<file path="config.mk">
export PLATFORM = sky130hd
export DESIGN_NAME = pse_stack
export DESIGN_NICKNAME = d
export VERILOG_FILES = /design/src/pse_pkg.sv /design/src/pse_stack.sv
export SDC_FILE = /design/constraint.sdc
export NUM_CORES = 2
export LEC_CHECK = 0
export BUFFER_PORTS_ARGS = -buffer_cell sky130_fd_sc_hd__buf_2
export CAP_MARGIN = 40
export CORE_MARGIN = 2
export CORE_UTILIZATION = 54
export CTS_CLUSTER_DIAMETER = 80
export CTS_CLUSTER_SIZE = 25
export DETAILED_ROUTE_END_ITERATION = 8
export PLACE_DENSITY = 0.76
export SLEW_MARGIN = 30
export SYNTH_ARGS = -nofsm -noshare
export SYNTH_HDL_FRONTEND = slang
export SYNTH_SLANG_ARGS = --single-unit
</file>
<file path="constraint.sdc">
create_clock -name clk -period 4.7 [get_ports clk]
set_clock_uncertainty 0.15 [all_clocks]
set_input_delay 0.235 -clock clk [delete_from_list [all_inputs] [get_ports clk]]
set_output_delay 0.235 -clock clk [all_outputs]
set_load 0.01 [all_outputs]
</file>
<file path="src/pse_pkg.sv">
// Shared constants and types for the postfix stack evaluator.
// Used by pse_stack, pse_alu and postfix_stack_evaluator_top; depends on nothing.
package pse_pkg;

  localparam int STACK_DEPTH_DEF = 128;
  localparam int DATA_W = 32;

  localparam logic [1:0] CMD_PUSH   = 2'd0;
  localparam logic [1:0] CMD_APPLY  = 2'd1;
  localparam logic [1:0] CMD_FINISH = 2'd2;
  localparam logic [1:0] CMD_UNUSED = 2'd3;

  localparam logic [2:0] OP_ADD = 3'd0;
  localparam logic [2:0] OP_SUB = 3'd1;
  localparam logic [2:0] OP_MUL = 3'd2;
  localparam logic [2:0] OP_DIV = 3'd3;
  localparam logic [2:0] OP_POW = 3'd4;

  localparam logic [2:0] ST_OK        = 3'd0;
  localparam logic [2:0] ST_OVERFLOW  = 3'd1;
  localparam logic [2:0] ST_UNDERFLOW = 3'd2;
  localparam logic [2:0] ST_DIVZERO   = 3'd3;
  localparam logic [2:0] ST_INVALID   = 3'd4;

  typedef enum logic [1:0] {
    ALU_MUL = 2'd0,
    ALU_DIV = 2'd1,
    ALU_POW = 2'd2
  } alu_kind_t;

  typedef struct packed {
    logic              start;
    alu_kind_t         kind;
    logic [DATA_W-1:0] lhs;
    logic [DATA_W-1:0] rhs;
  } alu_req_t;

  typedef struct packed {
    logic              done;
    logic [DATA_W-1:0] result;
  } alu_rsp_t;

endpackage

</file>
<file path="src/pse_stack.sv">
// Operand stack storage: one write port and one registered read port.
// Depends on pse_pkg for the data width.
module pse_stack #(
  parameter int DEPTH = pse_pkg::STACK_DEPTH_DEF,
  localparam int ADDR_W = $clog2(DEPTH)
) (
  input  logic                      clk,
  input  logic                      wr_en,
  input  logic [ADDR_W-1:0]         wr_addr,
  input  logic [pse_pkg::DATA_W-1:0] wr_data,
  input  logic [ADDR_W-1:0]         rd_addr,
  output logic [pse_pkg::DATA_W-1:0] rd_data
);
  import pse_pkg::*;

  logic [DATA_W-1:0] mem [DEPTH];

  always_ff @(posedge clk) begin
    if (wr_en) begin
      mem[wr_addr] <= wr_data;
    end
    rd_data <= mem[rd_addr];
  end

endmodule

</file>
Word level (Yosys, flattened, before mapping)

Memories as Yosys holds them, arrays and structs flattened. A register that Yosys moved wholly into a read port is not among the register bits.
Index checks and enable logic that the tools add are counted.

Add/sub/neg operators: 0
Multiply operators: 0
Divide/modulo/power cells: 0
Magnitude comparators: 0
Eq/ne operators: 0
Shifts and indexed selects: 0
Mux-type cells: 2
Bitwise logic cells: 0
Reductions and logical operators: 0

Operator list:

| cell   | count |
|---|---|
| $mux 1 | 2 |

Register bits after elaboration: 0
Latch bits: 0
Memory bits (writable): 4096
ROM bits: 0
Bits of input ports: 48
Output and inout port bits: 32
Word-level logic and storage cells: 3
Memories kept: 1

Memory list:

| name | words | width | rd ports | clocked after memory_dff | write ports | line            | text |
|---|---|---|---|---|---|---|---|
| mem  | 128   | 32    | 1        | 1                        | 1           | pse_stack.sv:16 | `logic [DATA_W-1:0] mem [DEPTH];` |

Longest topological paths before layout

Depth in word-level cells: 2
Gate-level depth with buffers: 8

Worst setup path before layout

Ideal clock, no wire load.

Kind: input-to-reg
From: in wr_en
To: mem mem[98][0], enable pin
Arrival time: 3.013 ns
Required time: 4.089 ns
Setup slack: 1.076 ns
Stages: 3
Path buffers: 1
Path through: clkbuf_1 -> nand4_1 -> nor3_1

Cells in the longest elaborated chain, start to end: 2

RTL lines:

| what                         | line            | text |
|---|---|---|
| start, declared              | pse_stack.sv:8  | `input logic wr_en,` |
| $mux 1                       | pse_stack.sv:19 | `if (wr_en) begin` |
| $mux 1 (not written as such) | pse_stack.sv:20 | `mem[wr_addr] <= wr_data;` |
| end, declared                | pse_stack.sv:16 |  |

Every way passes these cells.

Worst setup path after layout

From: in wr_addr[0]
To: mem mem[112][28], enable pin

RTL lines:

| what            | line           | text |
|---|---|---|
| start, declared | pse_stack.sv:9 | `input logic [ADDR_W-1:0] wr_addr,` |

No word-level cell before the write port.

==> metrics.md <==
| Metric | Value |
|---|---|
| Worst-Margin Slew | 0.960 ns |
| Simple-gate area share of the yosys netlist | 0.446% |
| Worst path max stage delay | 0.67 ns |
| Synth Area in Compound Gates | 0% |
| Synth area leaders | edfxtp_1 79%, mux4_2 19%, clkbuf_1 0.44% |
| Final critical-path share of the clock period | 65.2% |
| Placer Congestion | 0.851 |
| Worst Path Required | 5.12 ns |
| Net Sw Power | 13.5 mW |
| Crit path launch type | primary input |
| Max frequency | 326 MHz |
| Clock slew at reported path FFs | 0.09 ns |
| Sequential fraction of the synthesis area | 79.1% |
| Synth Cell Area | 156000 um^2 |
| Worst-Skew Late Latency | 0.92 ns |
| Port Buffers | 79 |
| Via count | 71.8k |
| GRT Util Overall | 28.3% |
| Clock buffer count from CTS | 193 |
| Die ar. | 294000 um^2 |
| Crit-path most repeated cell | buf_4 |
| RSZ-0062 raised after global routing | no |
| CP endpoint kind | flop |
| Crit path max fanout | 19 |
| FILL cells | 18.7k |
| Starting DRT DRC Count | 13.5k |
| Seq pwr share | 64.3% |
| Total gr overflow | 0 |
| Min Clock Period, post-route | 3.06 ns |
| Worst hold path class | primary input to flop |
| P_int | 49.9 mW |
| Post-DR vias/cell | 6.99 |
| Yosys warnings | 0 |
| Clock sink count | 4128 |
| CTS Buffer Depth | 4 |
| Net switching fraction of the power | 21.3% |
| HPWL after DPL | 240 mm |
| Row cnt | 197 |
| Placed Instances | 9893 |
| Number of I/O pins | 80 |
| Synth top area share | 78.7% |
| Worst IR Drop VDD | 0.379 mV |
| Leak | 51.4 nW |
| Layout area overhead | 9.57% |
| Final worst slack | 1.64 ns |
| Antenna Nets Post-Route | 0 |
| Most frequent cells in the layout | 4096 x edfxtp_1, 1344 x mux4_2, 303 x buf_4, 195 x clkbuf_16, 119 x nor2_4 |
| Drt drc | 0 |
| Root buffer cell | clkbuf_16 |
| Max_cap viols | 0 |
| Post-CTS Setup Inserts | 0 |
| Synth Instances | 5990 |
| Post-synthesis mux area share | 19.6% |
| Htree depth | 4 |
| Die X | 542 um |
| Wire per inst | 40.3 um |
| Crit-path cells | dlygate4sd3_1 > buf_2 > nor2b_1 > nand2_1 > buf_4 > nor2_4 > buf_4 |
| Status | finished clean |
| Pwr per Cell Area | 371 nW/um^2 |
| Syn nets | 6038 |
| Cell family with most CP delay | buffers and inverters |
| Filler-free cell count of the finished design | 10.3k |
| Main combinational cell family by area after synthesis | multiplexers |
| Netlist cell types | 17 |
| Worst path bufs/invs | 4 |
| CTS tree | done |
| Slowest cell on the critical path | nor2_4 |
| Wire length of the first global-routing pass | 569 mm |
| WL final | 414 mm |
| Area leader, netlist | edfxtp_1 |
| Clk network pwr share | 29.1% |
| Vert. Die Dim | 542 um |
| Worst Hold Slack | 0.0581 ns |
| Share of cells above drive strength 1 | 33.8% |
| Vias in the first global route | 71.3k |
| Final hold vios | 0 |
| Adder-cell share of the synthesized area | 0% |
| Setup tns final | 0 ns |
| Post-Synth XOR/XNOR Area | 0% |
| Core area | 288000 um^2 |
| Nets@finish | 6415 |
| Combinational Power Share | 6.6% |
| Relative slew margins | 35.9% |
| Initial antenna violation count | 62 |
| CP Data Arrival Time | 3.48 ns |
| Largest net degree at the start of global routing | 98 |
| Avg Cell Area, Syn | 26.1 um^2 |
| Crit Path Class | primary input to flop |
| DR pass1 iterations | 6 |
| Initial Util | 54.3% |
| Post-place setup slack | 0.711 ns |
| Number of synthesized register bits | 4128 |
| Commonest non-fill, non-tap cell in the layout | edfxtp_1 |
| Final setup violation count | 0 |
| Slew Viols, Final | 0 |
## synth_stat cells
| library cell | number |
|---|---|
| nand3_1 | 12 |
| nand2b_1 | 2 |
| nand4_1 | 3 |
| buf_2 | 79 |
| nor3_1 | 9 |
| clkbuf_1 | 182 |
| nor2_1 | 122 |
| or3_1 | 1 |
| buf_6 | 2 |
| buf_4 | 3 |
| nand2_1 | 14 |
| buf_1 | 50 |
| dfxtp_1 | 32 |
| mux4_2 | 1344 |
| mux2_2 | 32 |
| nor2b_1 | 7 |
| edfxtp_1 | 4096 |
## flip-flops by register name (all words and copies together), names as in the netlist
signal	flops
mem	4096
rd_data	32
## logic make-up after synthesis
group                  count (synthesis)
multiplexers                        1376
AND/OR/NAND/NOR                      170
flip-flops                          4128
buffers and inverters                316
## per-stage QoR
step                instance area [um^2]  power [mW]  util [%]
floorplan                         156000        43.5         -
global placement                  165000        45.6      57.2
detailed placement                165000        45.7      57.3
CTS                               171000        63.5      59.3
global route                      171000        64.8      59.5
finish                            171000        63.5      59.5
## repair_timing
item	4_1_cts	5_1_grt
hold endpoints to repair	2335	4
hold buffers	39	1
gates resized for setup	0	0
## power groups by stage
stage | clock network (mW) | logic [mW] | registers, mW
CTS | 18.6 | 4.09 | 40.8
global placement | 0 | 3.93 | 41.6
floorplan | 0 | 1.96 | 41.5
detailed placement | 0 | 4.04 | 41.6
global route | 19.7 | 4.27 | 40.8
finish | 18.5 | 4.17 | 40.8
## per-layer routing
layer | global-route usage [%] | up-vias | share of wire [%]
met1 | 38.4 | 38450 | 33
met5 | 0 | - | 0.056
met3 | 6.74 | 813 | 14
met2 | 44.3 | 5624 | 48
met4 | 12.6 | 34 | 5.0
li1 | - | 26872 | -
## path summary, 6_finish.rpt
check / cells past startpoint / startpoint / slack [ns] / to
hold reg to reg: 4 / mem[126][27] / 0.97 / rd_data[27]
hold / removal: 2 / wr_data[30] / 0.06 / mem[94][30]
setup reg to reg: 4 / mem[86][2] / 1.82 / rd_data[2]
setup / recovery: 7 / wr_addr[0] / 1.64 / mem[112][28]
## cell type report
class                   instances  area (um^2)  area share, %
flip-flops and latches       4128       124000           72.2
clock inverters                15          181          0.106
multi-input cells            1546        32300           18.9
diodes                         48          120         0.0702
well taps                    3781         4730           2.76
repair buffers                498         5170           3.02
clock buffers                 250         5100           2.98
No activity file was read; power rests on OpenSTA's default activity.
