[config.mk]
export PLATFORM = sky130hd
export DESIGN_NAME = pse_alu
export DESIGN_NICKNAME = d
export VERILOG_FILES = /design/src/pse_pkg.sv /design/src/pse_alu.sv
export SDC_FILE = /design/constraint.sdc
export NUM_CORES = 2
export LEC_CHECK = 0
export ABC_AREA = 1
export ABC_CLOCK_PERIOD_IN_PS = 12050
export BUFFER_PORTS_ARGS = -buffer_cell sky130_fd_sc_hd__clkbuf_2
export CORE_AREA = 2 2 207 209
export DETAILED_ROUTE_END_ITERATION = 7
export DIE_AREA = 0 0 209 211
export MAX_ROUTING_LAYER = met4
export PLACE_DENSITY = 0.83
export SLEW_MARGIN = 20
export SYNTH_ARGS = -nofsm -noshare
export SYNTH_HDL_FRONTEND = slang
export SYNTH_SLANG_ARGS = --single-unit
[constraint.sdc]
create_clock -name clk -period 12.05 [get_ports clk]
set_input_delay 0.6025 -clock clk [delete_from_list [all_inputs] [get_ports clk]]
set_output_delay 0.6025 -clock clk [all_outputs]
set_load 0.03 [all_outputs]
[src/pse_pkg.sv]
// Shared constants and types for the postfix stack evaluator.
// Used by pse_stack, pse_alu and postfix_stack_evaluator_top; depends on nothing.
package pse_pkg;

  localparam int STACK_DEPTH_DEF = 128;
  localparam int DATA_W = 32;

  localparam logic [1:0] CMD_PUSH   = 2'd0;
  localparam logic [1:0] CMD_APPLY  = 2'd1;
  localparam logic [1:0] CMD_FINISH = 2'd2;
  localparam logic [1:0] CMD_UNUSED = 2'd3;

  localparam logic [2:0] OP_ADD = 3'd0;
  localparam logic [2:0] OP_SUB = 3'd1;
  localparam logic [2:0] OP_MUL = 3'd2;
  localparam logic [2:0] OP_DIV = 3'd3;
  localparam logic [2:0] OP_POW = 3'd4;

  localparam logic [2:0] ST_OK        = 3'd0;
  localparam logic [2:0] ST_OVERFLOW  = 3'd1;
  localparam logic [2:0] ST_UNDERFLOW = 3'd2;
  localparam logic [2:0] ST_DIVZERO   = 3'd3;
  localparam logic [2:0] ST_INVALID   = 3'd4;

  typedef enum logic [1:0] {
    ALU_MUL = 2'd0,
    ALU_DIV = 2'd1,
    ALU_POW = 2'd2
  } alu_kind_t;

  typedef struct packed {
    logic              start;
    alu_kind_t         kind;
    logic [DATA_W-1:0] lhs;
    logic [DATA_W-1:0] rhs;
  } alu_req_t;

  typedef struct packed {
    logic              done;
    logic [DATA_W-1:0] result;
  } alu_rsp_t;

endpackage

[src/pse_alu.sv]
// Iterative arithmetic unit: one 32x32 multiplier for multiply and
// square-and-multiply power, and a restoring divider one bit per cycle.
// Depends on pse_pkg for the request and response types.
module pse_alu (
  input  logic              clk,
  input  logic              rst,
  input  pse_pkg::alu_req_t req,
  output pse_pkg::alu_rsp_t rsp
);
  import pse_pkg::*;

  typedef enum logic [5:0] {
    A_IDLE  = 6'b000001,
    A_MUL   = 6'b000010,
    A_POW_M = 6'b000100,
    A_POW_S = 6'b001000,
    A_DIV   = 6'b010000,
    A_DONE  = 6'b100000
  } alu_state_t;

  alu_state_t state;
  logic [DATA_W-1:0] acc;
  logic [DATA_W-1:0] base;
  logic [DATA_W-1:0] quo;
  logic [DATA_W-1:0] rem;
  logic [4:0]        step;
  logic              neg;

  logic [DATA_W-1:0] mul_a;
  logic [DATA_W-1:0] prod;
  logic [DATA_W:0]   rem_sh;
  logic [DATA_W:0]   diff;
  logic              fits;
  logic [DATA_W-1:0] rem_new;
  logic [DATA_W-1:0] quo_new;

  // The same multiplier serves acc*base and base*base.
  assign mul_a = (state == A_POW_S) ? base : acc;
  assign prod  = DATA_W'(mul_a * base);

  assign rem_sh  = {rem, quo[DATA_W-1]};
  assign diff    = rem_sh - {1'b0, base};
  assign fits    = !diff[DATA_W];
  assign rem_new = fits ? diff[DATA_W-1:0] : rem_sh[DATA_W-1:0];
  assign quo_new = {quo[DATA_W-2:0], fits};

  assign rsp.done   = (state == A_DONE);
  assign rsp.result = acc;

  always_ff @(posedge clk) begin
    if (rst) begin
      state <= A_IDLE;
    end else begin
      case (state)
        A_IDLE: begin
          if (req.start) begin
            case (req.kind)
              ALU_MUL: begin
                acc   <= req.lhs;
                base  <= req.rhs;
                state <= A_MUL;
              end
              ALU_DIV: begin
                quo   <= req.lhs[DATA_W-1] ? DATA_W'(0 - req.lhs) : req.lhs;
                base  <= req.rhs[DATA_W-1] ? DATA_W'(0 - req.rhs) : req.rhs;
                rem   <= '0;
                step  <= '0;
                neg   <= req.lhs[DATA_W-1] ^ req.rhs[DATA_W-1];
                state <= A_DIV;
              end
              default: begin
                acc <= DATA_W'(1);
                // A negative or zero exponent gives one.
                if (req.rhs[DATA_W-1] || (req.rhs == '0)) begin
                  state <= A_DONE;
                end else begin
                  base  <= req.lhs;
                  quo   <= req.rhs;
                  state <= A_POW_M;
                end
              end
            endcase
          end
        end
        A_MUL: begin
          acc   <= prod;
          state <= A_DONE;
        end
        A_POW_M: begin
          if (quo[0]) begin
            acc <= prod;
          end
          state <= A_POW_S;
        end
        A_POW_S: begin
          base <= prod;
          quo  <= quo >> 1;
          if (quo[DATA_W-1:1] == '0) begin
            state <= A_DONE;
          end else begin
            state <= A_POW_M;
          end
        end
        A_DIV: begin
          rem  <= rem_new;
          quo  <= quo_new;
          step <= step + 5'd1;
          if (step == 5'd31) begin
            acc   <= neg ? DATA_W'(0 - quo_new) : quo_new;
            state <= A_DONE;
          end
        end
        A_DONE: begin
          state <= A_IDLE;
        end
        default: begin
          state <= A_IDLE;
        end
      endcase
    end
  end

endmodule

=== Yosys cells after proc, flatten, opt, wreduce, memory -nomap -nowiden ===
Index checks and enable logic that the tools add are counted.

* Register bits after elaboration: 140
* Logic and storage cells: 76
* Input bits: 69

* Equal/unequal tests: 16
* Bitwise gates (word level): 2
* Reduce and logical (&&, ||, !) cells: 15
* $add $sub $neg: 5
* Muxes and demuxes: 30
* $mul: 1

{| class="wikitable"
|+ Operator list
! kind !! count
|-
| 32-bit two-way mux || 14
|-
| 32-bit case mux with 2 select lines || 5
|-
| 32-bit case mux with 4 select lines || 1
|-
| 32-bit case mux with 3 select lines || 1
|-
| 1-bit by 32-bit subtractor with 32-bit output, first input constant || 3
|-
| 33-bit by 32-bit subtractor with 33-bit output || 1
|-
| 32-bit logical NOT || 1
|-
| 32-bit by 32-bit multiplier with 32-bit output || 1
|-
| 31-bit logical NOT || 1
|-
| 6-bit case mux with 5 select lines || 1
|-
| 6-bit two-way mux || 4
|-
| 6-bit case mux with 2 select lines || 1
|-
| 4-bit AND reduction || 3
|-
| 5-bit two-way mux || 2
|-
| 2-bit != test, second input constant || 5
|-
| 5-bit case mux with 2 select lines || 1
|-
| 6-bit by 1-bit equality test with 1-bit output, second input constant || 1
|-
| 6-bit by 2-bit equality test with 1-bit output, second input constant || 1
|-
| 6-bit by 3-bit equality test with 1-bit output, second input constant || 1
|-
| 6-bit by 4-bit equality test with 1-bit output, second input constant || 1
|-
| 6-bit by 5-bit equality test with 1-bit output, second input constant || 1
|-
| 6-bit equality test, second input constant || 1
|-
| 6-bit AND reduction || 1
|-
| 5-bit by 1-bit adder with 5-bit output, second input constant || 1
|-
| other kinds (15) || 16
|}

=== Longest topological paths before layout ===
* Depth after elaboration: 6
* Depth in mapped cells: 39
* Gate-level depth less buffers: 36

=== Least setup slack after synthesis ===
No wires, ideal clock.

* Kind: register -> register
* From: reg state[3]
* To: reg acc[29], data pin
* Clock period less this slack: 7.564 ns
* Cell stages (with the launch flop): 37
* Setup time: 0.261 ns
* Data arrival time: 7.303 ns
* Path buffers: 4
* Setup slack: 4.486 ns
* Cell sequence: dfxtp_1 inv_2 nor2_4 nand3_2 buf_6 buf_4 nand2_1 o21ai_1 clkbuf_1 inv_1 clkbuf_1 nor2_1 fa_1 inv_1 fa_1 inv_1 fa_1 inv_1 fa_1 inv_1 fa_1 fa_1 fa_1 fa_1 ha_1 nand2_1 nor2_1 nor3b_1 nand4_1 nand3_1 a21o_1 a21oi_1 o21ai_0 xor2_1 nand2_1 o21ai_0 nand3b_1

* Cells in the longest elaborated chain, start to end: 5

{| class="wikitable"
|+ RTL lines
! what !! RTL line !! text
|-
| start: declaration || pse_alu.sv:21 || <nowiki>alu_state_t state;</nowiki>
|-
| start signal: assignment || pse_alu.sv:52 || <nowiki>state <= A_IDLE;</nowiki>
|-
| start signal: assignment || pse_alu.sv:61 || <nowiki>state <= A_MUL;</nowiki>
|-
| start signal: assignment || pse_alu.sv:69 || <nowiki>state <= A_DIV;</nowiki>
|-
| 6-bit by 4-bit equality test with 1-bit output || pse_alu.sv:38 || <nowiki>assign mul_a = (state == A_POW_S) ? base : acc;</nowiki>
|-
| 32-bit two-way mux || pse_alu.sv:38 ||
|-
| 32-bit by 32-bit multiplier with 32-bit output || pse_alu.sv:39 || <nowiki>assign prod = DATA_W'(mul_a * base);</nowiki>
|-
| 32-bit two-way mux || pse_alu.sv:90 || <nowiki>if (quo[0]) begin</nowiki>
|-
| 32-bit case mux with 4 select lines (*) || pse_alu.sv:54 || <nowiki>case (state)</nowiki>
|-
| end signal: assignment || pse_alu.sv:59 || <nowiki>acc <= req.lhs;</nowiki>
|-
| end signal: assignment || pse_alu.sv:86 || <nowiki>acc <= prod;</nowiki>
|-
| end signal: assignment || pse_alu.sv:91 || <nowiki>acc <= prod;</nowiki>
|-
| end: declaration || pse_alu.sv:22 || <nowiki>logic [DATA_W-1:0] acc;</nowiki>
|}

Every way passes the cells marked *; elsewhere a longest branch is shown, timed or not. The select of a mux whose other input is x is not followed.
A chain may end at the register's enable or synchronous reset.

=== Final worst setup path ===
Same ends and word-level chain as after synthesis.

==> results.py <==
metrics = {
    "global_routing": {
        "met2_usage_pct": 67.22,
        "met3_usage_pct": 9.099,
        "grt_pass1_wl_um": 143300,
        "antenna_found_initial": 0,
        "track_usage_pct": 44.84,
        "top_usage_layer": "met2",
        "grt_util_met1_pct": 57.27,
        "grt_max_degree": 64,
        "gr-total-overflow": 0,
        "grt_pass1_vias": 24890,
    },
    "detailed_routing": {
        "avgRoutedWirePerCell_um": 22.54,
        "ant_nets": 0,
        "wirelength_um": 92110,
        "num_vias": 24980,
        "drc": 0,
        "via_per_inst": 6.114,
        "drtPass1Iterations": 8,
        "initialDrtViolationCount": 2964,
    },
    "layout": {
        "final_common_cell": "nand2_1",
        "final_util_pct": 68.30,
        "drive_above_1_share_pct": 6.231,
        "n_antenna_cell": 0,
        "mostFrequentLayoutCells": "nand2_1, inv_1, nor2_1",
        "post_layout_nonfiller_instances": 4086,
        "area_delta_synth_final_pct": 5.704,
        "layout.nets": 4172,
    },
    "clocking": {
        "htreeDepth": 4,
        "cts_root_buf": "clkbuf_16",
        "cts_made_buffers": 17,
        "cts_setup_buffers": 0,
        "clk_latency_ns": 0.50,
        "hold_buffers": 0,
        "cts.path.max_buffers": 2,
        "clkSinkCount": 140,
        "clk_pin_slew_worst_paths_ns": 0.08,
        "cts_tree": "built",
        "cts_resized": 0,
    },
    "hold_path": {
        "hold_class": "input port to flop",
        "hold_depth": 2,
    },
    "sta": {
        "slew_violations": 0,
        "fin_worst_skew_ns": 0.02407,
        "setup_viol": 0,
        "layout_setup_ws_ns": 2.687,
        "final-hold-violation-count": 0,
        "clock.fmax_mhz": 106.8,
        "rsz0062_at_grt": "false",
        "tightest_slew_ns": 1.053,
        "min_period_ns": 9.363,
        "slew_headroom_pct": 29.18,
        "finalCritPeriodShare_pct": 77.70,
        "finalSetupTns_ns": 0,
    },
    "floorplan": {
        "die_h_um": 211,
        "chipWidth_um": 209,
        "coreArea_um2": 41760,
        "fp-row-count": 75,
        "io_pins": 102,
        "dieArea_um2": 44100,
        "start_util_pct": 64.61,
    },
    "outcome": {
        "status": "complete, no violations",
    },
    "place": {
        "place_ws_ns": 2.876,
        "io_buffer_count": 101,
        "dp_hpwl_um": 73670,
        "dp.cells": 4053,
        "finalWeightedCongestion": 1.054,
    },
    "worst_setup_path": {
        "cp_common_cell": "fa_1",
        "slowest_delay_ns": 1.01,
        "reg2regPathDepth": 30,
        "crit_fanout": 48,
        "worstSetupStartpointType": "flop",
        "required_ns": 12.30,
        "crit_path_end_kind": "flop",
        "cp.arrival_ns": 9.61,
        "slowest_stage": "o21ai_1",
        "crit_type": "flop to flop",
    },
    "yosys": {
        "synth_flop_cell": "edfxtp_1",
        "synth_nets": 4153,
        "syn_area_um2": 26980,
        "ys_async_sr_fraction_pct": 0,
        "synth_edf_count": 134,
        "netlist-cell-type-count": 65,
        "seq_area_frac_synth_pct": 15.36,
        "avgSynthCellArea_um2": 7.676,
        "synth_warnings": 0,
        "synth_seq_cells": 140,
        "synthCells": 3515,
    },
    "job": {
        "drv_cap": 0,
    },
}
cell type report:
cell class / instances / area [um^2]
Fill cell: 3563 / 13240
Multi-Input combinational cell: 2549 / 19730
Clock buffer: 17 / 425.4
Clock inverter: 15 / 162.7
Tap cell: 539 / 674.4
Inverter: 689 / 2586
Sequential cell: 140 / 4144
Timing Repair Buffer: 137 / 795.8
registers in the layout, summed over array words and instances, names as in the netlist:
register / cells
neg: 1
quo: 32
rem: 32
base: 32
state: 6
acc: 32
step: 5
stage by stage:
stage / hold slack [ns] / instance area [um^2]
floorplan: 0.5387 / 26980
global route: 0.3986 / 28520
detailed placement: 0.5964 / 27900
global placement: 0.5808 / 27900
finish: 0.3945 / 28520
CTS: 0.3677 / 28490
logic make-up (layout without fill, tap and decap cells):
kind of cell	after synthesis	count (layout)	synth area share (%)
and+or+nand+nor	1422	1422	21.61
buffers and inverters	826	858	11.68
adders and majority gates	569	569	37.77
AOI/OAI and AO/OA	456	456	10.23
DFF	140	140	15.36
xor gates and xnor gates	100	100	3.274
muxes	2	2	0.07420
layer usage:
layer	wire [um]	part of all wire [%]
met1	34700	38
met2	40320	44
met3	10750	12
met4	6347	6.9
met5	0	0
critical path: cells and delay by family (launching register included):
kind            cells  cell delay, ns
compound gates      5            1.67
fa+ha+maj           9            4.48
buf+inv             5            0.27
simple gates       10            2.22
xor+xnor            1            0.13
flops               1            0.34
cell usage after synthesis (6+ instances only):
cell / instances / area (um^2)
buf_2: 15 / 75.07
nand3_1: 141 / 705.7
o21ai_1: 7 / 35.03
clkinv_1: 10 / 37.54
buf_1: 8 / 30.03
o221ai_1: 29 / 254.0
o21ai_2: 7 / 61.31
nor4_1: 11 / 68.82
edfxtp_1: 134 / 4024
nand2_2: 6 / 37.54
a31oi_1: 14 / 87.58
xnor2_1: 36 / 315.3
clkbuf_1: 108 / 405.4
a22oi_1: 7 / 52.55
o22ai_1: 8 / 50.05
a211oi_1: 8 / 60.06
nor2_1: 476 / 1787
nor3_1: 31 / 155.2
nand3b_1: 14 / 105.1
ha_1: 160 / 2002
a221o_1: 6 / 60.06
fa_1: 409 / 8188
dfxtp_1: 6 / 120.1
inv_1: 669 / 2511
a21oi_1: 138 / 690.7
or2_2: 11 / 68.82
nand4_1: 43 / 269.0
nand2_1: 675 / 2534
o211ai_1: 27 / 202.7
xor2_1: 63 / 551.8
inv_2: 10 / 37.54
o21ai_0: 156 / 780.8
o31ai_1: 8 / 60.06
worst paths after layout:
check	start	slack (ns)	end
worst max-delay path	state[3]	2.69	acc[29]
worst min-delay path	rst	0.39	state[1]
worst max register to register	state[3]	2.69	acc[29]
worst min register to register	state[2]	0.62	state[3]
Power is not shown: default switching activity piles up to over one toggle a cycle in this logic, so the estimate is an artifact.
